File: src/rtl/ci32_pkg.sv
// shared types, opcodes and constants for the checked 32-bit alu
`timescale 1ns / 1ps
package ci32_pkg;
   localparam int DataWidth = 32;
   localparam int DivStages = 8;

   typedef enum logic [1:0] {
      OP_ADD = 2'd0,
      OP_SUB = 2'd1,
      OP_MUL = 2'd2,
      OP_DIV = 2'd3
   } opcode_type;

   typedef struct packed {
      logic       div_zero;
      logic       div_ovf;
      logic       neg_q;
      opcode_type op;
   } tag_type;
endpackage

File: src/rtl/ci32_div.sv
// pipelined unsigned restoring divider, several quotient bits per stage
`timescale 1ns / 1ps
module ci32_div #(
   parameter int Width  = ci32_pkg::DataWidth,
   parameter int Stages = ci32_pkg::DivStages
) (
   input  logic             clock,
   input  logic             reset,
   input  logic             advance,
   input  logic             in_valid,
   input  logic [Width-1:0] dividend,
   input  logic [Width-1:0] divisor,
   output logic             out_valid,
   output logic [Width-1:0] quotient
);
   localparam int BitsPerStage = Width / Stages;

   logic                       vld_ff [Stages];
   logic [Width-1:0]           quo_ff [Stages];
   logic [Width-1:0]           rem_ff [Stages];
   logic [Width-1:0]           dvs_ff [Stages];
   logic [Width-1:0]           quo_in [Stages];
   logic [Width-1:0]           rem_in [Stages];

   for (genvar s = 0; s < Stages; s++) begin : g_stage
      logic             vld_src;
      logic [Width-1:0] quo_src;
      logic [Width-1:0] rem_src;
      logic [Width-1:0] dvs_src;

      if (s == 0) begin : g_first
         assign vld_src = in_valid;
         assign quo_src = dividend;
         assign rem_src = '0;
         assign dvs_src = divisor;
      end else begin : g_next
         assign vld_src = vld_ff[s-1];
         assign quo_src = quo_ff[s-1];
         assign rem_src = rem_ff[s-1];
         assign dvs_src = dvs_ff[s-1];
      end

      always_comb begin
         logic [Width:0]   trial;
         logic [Width-1:0] q;
         logic [Width-1:0] r;
         q = quo_src;
         r = rem_src;
         trial = '0;
         for (int i = 0; i < BitsPerStage; i++) begin
            trial = {r, q[Width-1]};
            q = {q[Width-2:0], 1'b0};
            if (trial >= {1'b0, dvs_src}) begin
               trial = trial - {1'b0, dvs_src};
               q[0] = 1'b1;
            end
            r = trial[Width-1:0];
         end
         quo_in[s] = q;
         rem_in[s] = r;
      end

      always_ff @(posedge clock) begin
         if (reset) begin
            vld_ff[s] <= 1'b0;
         end else if (advance) begin
            vld_ff[s] <= vld_src;
         end
         if (advance) begin
            quo_ff[s] <= quo_in[s];
            rem_ff[s] <= rem_in[s];
            dvs_ff[s] <= dvs_src;
         end
      end
   end

   assign out_valid = vld_ff[Stages-1];
   assign quotient  = quo_ff[Stages-1];
endmodule

File: config.mk
export PLATFORM = sky130hd
export DESIGN_NAME = ci32_div
export DESIGN_NICKNAME = d
export VERILOG_FILES = /design/src/rtl/ci32_pkg.sv /design/src/rtl/ci32_div.sv
export SDC_FILE = /design/constraint.sdc
export NUM_CORES = 2
export LEC_CHECK = 0
export BUFFER_PORTS_ARGS = -buffer_cell sky130_fd_sc_hd__buf_2
export CAP_MARGIN = 20
export CORE_UTILIZATION = 40
export DETAILED_ROUTE_END_ITERATION = 7
export GPL_TIMING_DRIVEN = 0
export SLEW_MARGIN = 20
export SYNTH_ARGS = -nofsm -noshare
export SYNTH_HDL_FRONTEND = slang
export SYNTH_SLANG_ARGS = --single-unit
File: constraint.sdc
create_clock -name clock -period 17.2 [get_ports clock]
set_clock_uncertainty 0.1 [all_clocks]
set_input_delay 3.44 -clock clock [delete_from_list [all_inputs] [get_ports clock]]
set_output_delay 3.44 -clock clock [all_outputs]
set_load 0.005 [all_outputs]
After elaboration in Yosys (flattened, before gate mapping)
Memories as Yosys holds them, arrays and structs flattened.
Index checks and enable logic that the tools add are counted.

cells by class
  $add $sub $neg = 32
  order comparisons = 32
  multiplexer cells = 78
  bitwise operators = 8

operator list
  operator                                      count
  2-to-1 mux 32 bit                             32
  greater-or-equal comparator 33 x 32 -> 1 bit  31
  subtractor 32 bit                             31
  2-to-1 mux 1 bit                              46
  greater-or-equal comparator 1 x 32 -> 1 bit   1
  subtractor 1 x 32 -> 32 bit                   1
  bitwise OR 1 bit                              8

word-level totals
  bits in registers = 0
  RAM bits = 776
  input bits = 68
  output and inout port bits = 33
  logic and storage cells = 154
  memories kept = 4

memories
  memory  depth  bits a word  rd ports  clocked after Yosys merged registers in  wr ports  RTL line        source
  dvs_ff  8      32           7         0                                        8         ci32_div.sv:21  logic [Width-1:0] dvs_ff [Stages];
  quo_ff  8      32           8         0                                        8         ci32_div.sv:19  logic [Width-1:0] quo_ff [Stages];
  rem_ff  8      32           7         0                                        8         ci32_div.sv:20  logic [Width-1:0] rem_ff [Stages];
  vld_ff  8      1            8         0                                        8         ci32_div.sv:18  logic vld_ff [Stages];

Depth between registers and ports, before layout
An unclocked memory read counts as a cell.

  word-level depth = 9
  gate-level depth with buffers = 64
  depth with buffers taken out = 57

Worst setup path before layout
OpenSTA, ideal clock, no wires.

  kind = input to register
  start = input divisor[1]
  end = memory rem_ff[0][24] (netlist name) (data pin)
  setup time = 260 ps
  arrival = 14631 ps
  setup slack = 2209 ps
  cell stages on the path = 51
  path through = inv_1 -> clkbuf_1 -> ha_1 -> clkbuf_1 -> a21oi_1 -> nor3_1 -> clkbuf_1 -> a21boi_0 -> ha_1 -> a21o_1 -> a21o_1 -> a21oi_1 -> o22ai_1 -> nor3_1 -> a21o_1 -> o211ai_1 -> and3_1 -> nor2_1 -> [... 15 more ...] -> buf_1 -> o21ai_0 -> inv_1 -> ha_1 -> nor2b_1 -> o21a_1 -> o21ai_0 -> a21oi_1 -> o31ai_1 -> a21oi_1 -> a21oi_1 -> o21ai_0 -> o41ai_1 -> o21ai_0 -> o31a_1 -> nand4b_4 -> buf_2 -> mux2_2

RTL lines
  what         RTL line        source
  from (decl)  ci32_div.sv:12  input logic [Width-1:0] divisor,
  to (decl)    ci32_div.sv:20

==> metrics.txt <==
# TYPE chip_impl_metric gauge
chip_impl_info{name="status",value="complete, no violations"} 1
chip_impl_metric{name="fp-row-count",unit=""} 164
chip_impl_metric{name="final.period_utilization",unit=""} 0.950
chip_impl_metric{name="worst-endpoint-arrival",unit="ns"} 16.69
chip_impl_info{name="critPathTopFamily",value="compound AO/OA/AOI/OAI gates"} 1
chip_impl_metric{name="area_of_all_sequential_standard_cells",unit="mm2"} 0.0214
chip_impl_metric{name="post-synth-top-area-fraction",unit=""} 0.266
chip_impl_metric{name="postSynthRegisterBits",unit=""} 712
chip_impl_metric{name="core-area",unit="mm2"} 0.200
chip_impl_metric{name="setup_viols_final",unit=""} 0
chip_impl_metric{name="fmax",unit="MHz"} 61.2
chip_impl_metric{name="first_global_vias",unit=""} 66357
chip_impl_metric{name="report.final.slew_viol_count",unit=""} 0
chip_impl_metric{name="numCtsBuffers",unit=""} 83
chip_impl_metric{name="initial_antenna_violation_count",unit=""} 3
chip_impl_info{name="cp-end-kind",value="flop"} 1
chip_impl_metric{name="finalNetCount",unit=""} 10259
chip_impl_metric{name="max_stage_delay",unit="ns"} 0.49
chip_impl_metric{name="die_outline_width",unit="um"} 450
chip_impl_metric{name="wire_length_of_the_first_global_routing_pass",unit="um"} 383000
chip_impl_metric{name="finalNonFillerCells",unit=""} 11893
chip_impl_metric{name="cp_max_fo",unit=""} 10
chip_impl_metric{name="worst-r2r-setup-slack",unit="ns"} 0.94
chip_impl_metric{name="post-place-cells",unit=""} 11737
chip_impl_info{name="slowest_stage",value="sky130_fd_sc_hd__a2111oi_4"} 1
chip_impl_metric{name="start_util",unit=""} 0.402
chip_impl_metric{name="final_design_area_no_fill",unit="mm2"} 0.0875
chip_impl_metric{name="timing.max_slew.rel_slack",unit=""} 0.255
chip_impl_info{name="synthDominantAreaCellType",value="sky130_fd_sc_hd__edfxtp_1"} 1
chip_impl_metric{name="postSynth.asyncResetShare",unit=""} 0
chip_impl_metric{name="gp_congestion",unit=""} 0.969
chip_impl_info{name="criticalPathCategory",value="input pin to flop"} 1
chip_impl_metric{name="numClockSinks",unit=""} 712
chip_impl_metric{name="yosys_warnings",unit=""} 0
chip_impl_metric{name="die_area",unit="mm2"} 0.202
chip_impl_info{name="synth_area_leaders",value="sky130_fd_sc_hd__edfxtp_1 27%, sky130_fd_sc_hd__ha_1 15%, sky130_fd_sc_hd__mux2_2 7.1%, sky130_fd_sc_hd__xnor2_1 5.7%, sky130_fd_sc_hd__a21oi_1 5.5%"} 1
chip_impl_info{name="hold_path.class",value="flop to flop"} 1
chip_impl_metric{name="synthDistinctLibCells",unit=""} 106
chip_impl_metric{name="final-hold-violation-count",unit=""} 0
chip_impl_metric{name="post_synth_instance_area",unit="mm2"} 0.0803
chip_impl_metric{name="drive_above_1_share",unit=""} 0.110
chip_impl_metric{name="detailedRoute.firstPassIterationCount",unit=""} 6
chip_impl_metric{name="ctsHoldBuffers",unit=""} 0
chip_impl_metric{name="final_period_minus_worst_setup_slack",unit="ns"} 16.34
chip_impl_metric{name="detailed_place.area",unit="mm2"} 0.0843
chip_impl_metric{name="port_buffers",unit=""} 100
chip_impl_metric{name="ios",unit=""} 101
chip_impl_metric{name="wirelength",unit="um"} 253000
chip_impl_metric{name="max_slew.worst_pin.slew",unit="ns"} 1.10
chip_impl_metric{name="hpwlAfterDp",unit="um"} 209000
chip_impl_metric{name="area_growth",unit="%"} 9.03
chip_impl_metric{name="route.detailed.drc",unit=""} 0
chip_impl_metric{name="gr-total-overflow",unit=""} 0
chip_impl_info{name="synth.cells.most_frequent",value="994 x sky130_fd_sc_hd__ha_1, 886 x sky130_fd_sc_hd__a21oi_1, 712 x sky130_fd_sc_hd__edfxtp_1"} 1
chip_impl_metric{name="path_buf_inv",unit=""} 10
chip_impl_metric{name="detailedRoute.firstIterationViolations",unit=""} 5754
chip_impl_info{name="tritoncts",value="done"} 1
chip_impl_metric{name="route.antenna.remaining_nets",unit=""} 0
chip_impl_metric{name="globalRouteTotalUtil",unit=""} 0.241
chip_impl_metric{name="grt_max_degree",unit=""} 103
chip_impl_metric{name="vias_per_cell",unit=""} 5.83
chip_impl_info{name="cts-root-buf",value="sky130_fd_sc_hd__clkbuf_16"} 1
chip_impl_metric{name="floorplan.die.height",unit="um"} 450
chip_impl_info{name="grt_setup_unrepaired",value="false"} 1
chip_impl_metric{name="synth_cells",unit=""} 8974
chip_impl_info{name="synth_ff_type",value="sky130_fd_sc_hd__edfxtp_1"} 1
chip_impl_metric{name="detail_route.wl_per_cell",unit="um"} 21.3
chip_impl_info{name="timing.critical_path.from_type",value="input pin"} 1
chip_impl_metric{name="number_of_nets_in_the_synthesized_netlist",unit=""} 10066
chip_impl_metric{name="worst_ep_required_time",unit="ns"} 17.56
chip_impl_metric{name="skew_pair_late_insertion_delay",unit="ns"} 0.73
chip_impl_metric{name="via_count",unit=""} 69387
chip_impl_metric{name="max_cap_viol_count",unit=""} 0
chip_impl_metric{name="synth_edf_count",unit=""} 712
chip_impl_metric{name="seq_area_frac_synth",unit=""} 0.266
chip_impl_metric{name="multi_input_area",unit="mm2"} 0.0561
chip_impl_metric{name="cts.clk_slew.worst_paths",unit="ns"} 0.06
chip_impl_info{name="synth.most_common_cell",value="sky130_fd_sc_hd__ha_1"} 1
chip_impl_metric{name="avgSynthCellArea",unit="um2"} 8.95
chip_impl_metric{name="clock_tree.htree_level_count",unit=""} 3
chip_impl_metric{name="cts-root-to-sink-buffers",unit=""} 3
chip_impl_metric{name="final.fill_count",unit=""} 19439
[per-stage QoR]
| stage | hold WS (ns) | utilization | TNS, ns | setup WS, ns |
|---|---|---|---|---|
| global placement | 0.301 | 0.421 | -70.93 | -2.21 |
| CTS | 0.308 | 0.437 | 0 | 0.0547 |
| floorplan | 0.300 | - | 0 | 2.21 |
| global route | 0.321 | 0.438 | 0 | 0.0164 |
| detailed placement | 0.305 | 0.422 | -78.03 | -2.42 |
| finish | 0.310 | 0.438 | 0 | 0.864 |
[layout make-up]
type | count | area share
inverters | 560 | 0.0240
clock inverters | 58 | 0.00979
plain buffers | 181 | 0.00988
well taps | 2656 | 0.0380
diodes | 1 | 0.0000286
flip-flops and latches | 712 | 0.244
clock buffers | 96 | 0.0243
multi-input cells | 7519 | 0.641
repair buffers | 110 | 0.00829
[worst paths after layout]
check,start,endpoint,depth (start not counted)
max,divisor[0],rem_ff[0][30],53
min,quo_ff[0][80],quo_ff[0][116],0
max reg2reg,dvs_ff[0][24],rem_ff[1][30],58
min reg2reg,quo_ff[0][80],quo_ff[0][116],0
[registers in the layout (all words and copies together), names as in the netlist]
signal  flops
rem_ff    224
quo_ff    256
vld_ff      8
dvs_ff    224
[logic make-up after synthesis]
logic type | Yosys count | share of synthesized area
buf+inv | 743 | 0.0367
compound gates | 2831 | 0.226
simple gates | 2301 | 0.141
xor+xnor | 774 | 0.0844
fa+ha+maj | 1024 | 0.162
flops | 712 | 0.266
mux | 589 | 0.0836
[metal layers]
metal / wire [um] / share of wire / vias to the layer above / GRT usage
li1: - / - / 33985 / -
met1: 111000 / 0.44 / 33088 / 0.315
met2: 120000 / 0.47 / 1911 / 0.411
met3: 12200 / 0.048 / 403 / 0.0218
met4: 9660 / 0.038 / 0 / 0.0903
met5: 0 / 0 / - / 0
[worst reg2reg max path: cells and delay by family, from the launching register on]
kind                     cells  cell delay, ns
multiplexers                 3            1.24
buffers and inverters       10            4.07
flip-flops                   1            0.48
adder cells (fa/ha/maj)      4            1.40
AO/OA/AOI/OAI               22            5.13
AND/OR/NAND/NOR             19            3.56
[layout by cell type (no fill, tap or decap), types with 26 or more instances in the layout]
cell type                   Yosys  final
sky130_fd_sc_hd__and3_1        94     94
sky130_fd_sc_hd__o31a_1        26     26
sky130_fd_sc_hd__nand4_1      137    137
sky130_fd_sc_hd__a31o_2        32     32
sky130_fd_sc_hd__inv_1        548    548
sky130_fd_sc_hd__or2_2         39     39
sky130_fd_sc_hd__a211oi_1      82     81
sky130_fd_sc_hd__mux2i_1       46     45
sky130_fd_sc_hd__a21o_1       441    441
sky130_fd_sc_hd__nor2_1       571    570
sky130_fd_sc_hd__buf_2         37    137
sky130_fd_sc_hd__edfxtp_1     712    712
sky130_fd_sc_hd__ha_1         994    994
sky130_fd_sc_hd__clkbuf_1     108    103
sky130_fd_sc_hd__nand2_1      562    562
sky130_fd_sc_hd__clkbuf_16      0     83
sky130_fd_sc_hd__mux2_2       503    503
sky130_fd_sc_hd__nand2b_1     138    138
sky130_fd_sc_hd__nand3_1      180    180
sky130_fd_sc_hd__xor2_1       247    247
sky130_fd_sc_hd__or3_1         46     46
sky130_fd_sc_hd__o21a_1       153    152
sky130_fd_sc_hd__nor4_1        61     60
sky130_fd_sc_hd__and2_1        85     85
sky130_fd_sc_hd__fa_1          30     30
sky130_fd_sc_hd__nor2b_1      125    125
sky130_fd_sc_hd__o31ai_1       65     58
sky130_fd_sc_hd__a21boi_0      42     42
sky130_fd_sc_hd__mux2_4        34     34
sky130_fd_sc_hd__o211ai_1      51     51
sky130_fd_sc_hd__nor3_1       175    172
sky130_fd_sc_hd__o21ai_0      577    571
sky130_fd_sc_hd__xnor2_1      527    527
sky130_fd_sc_hd__a31oi_1       79     77
sky130_fd_sc_hd__a21oi_1      886    884
sky130_fd_sc_hd__o21bai_1     115    115
[timing repair]
| action | CTS | global route |
|---|---|---|
| setup endpoints to repair | 67 | 162 |
| gates resized for setup | 12 | 65 |
| setup buffers | 0 | 3 |
| pin swaps | 0 | 2 |
Power is not shown: default switching activity piles up to over one toggle a cycle in this logic, so the estimate is an artifact.
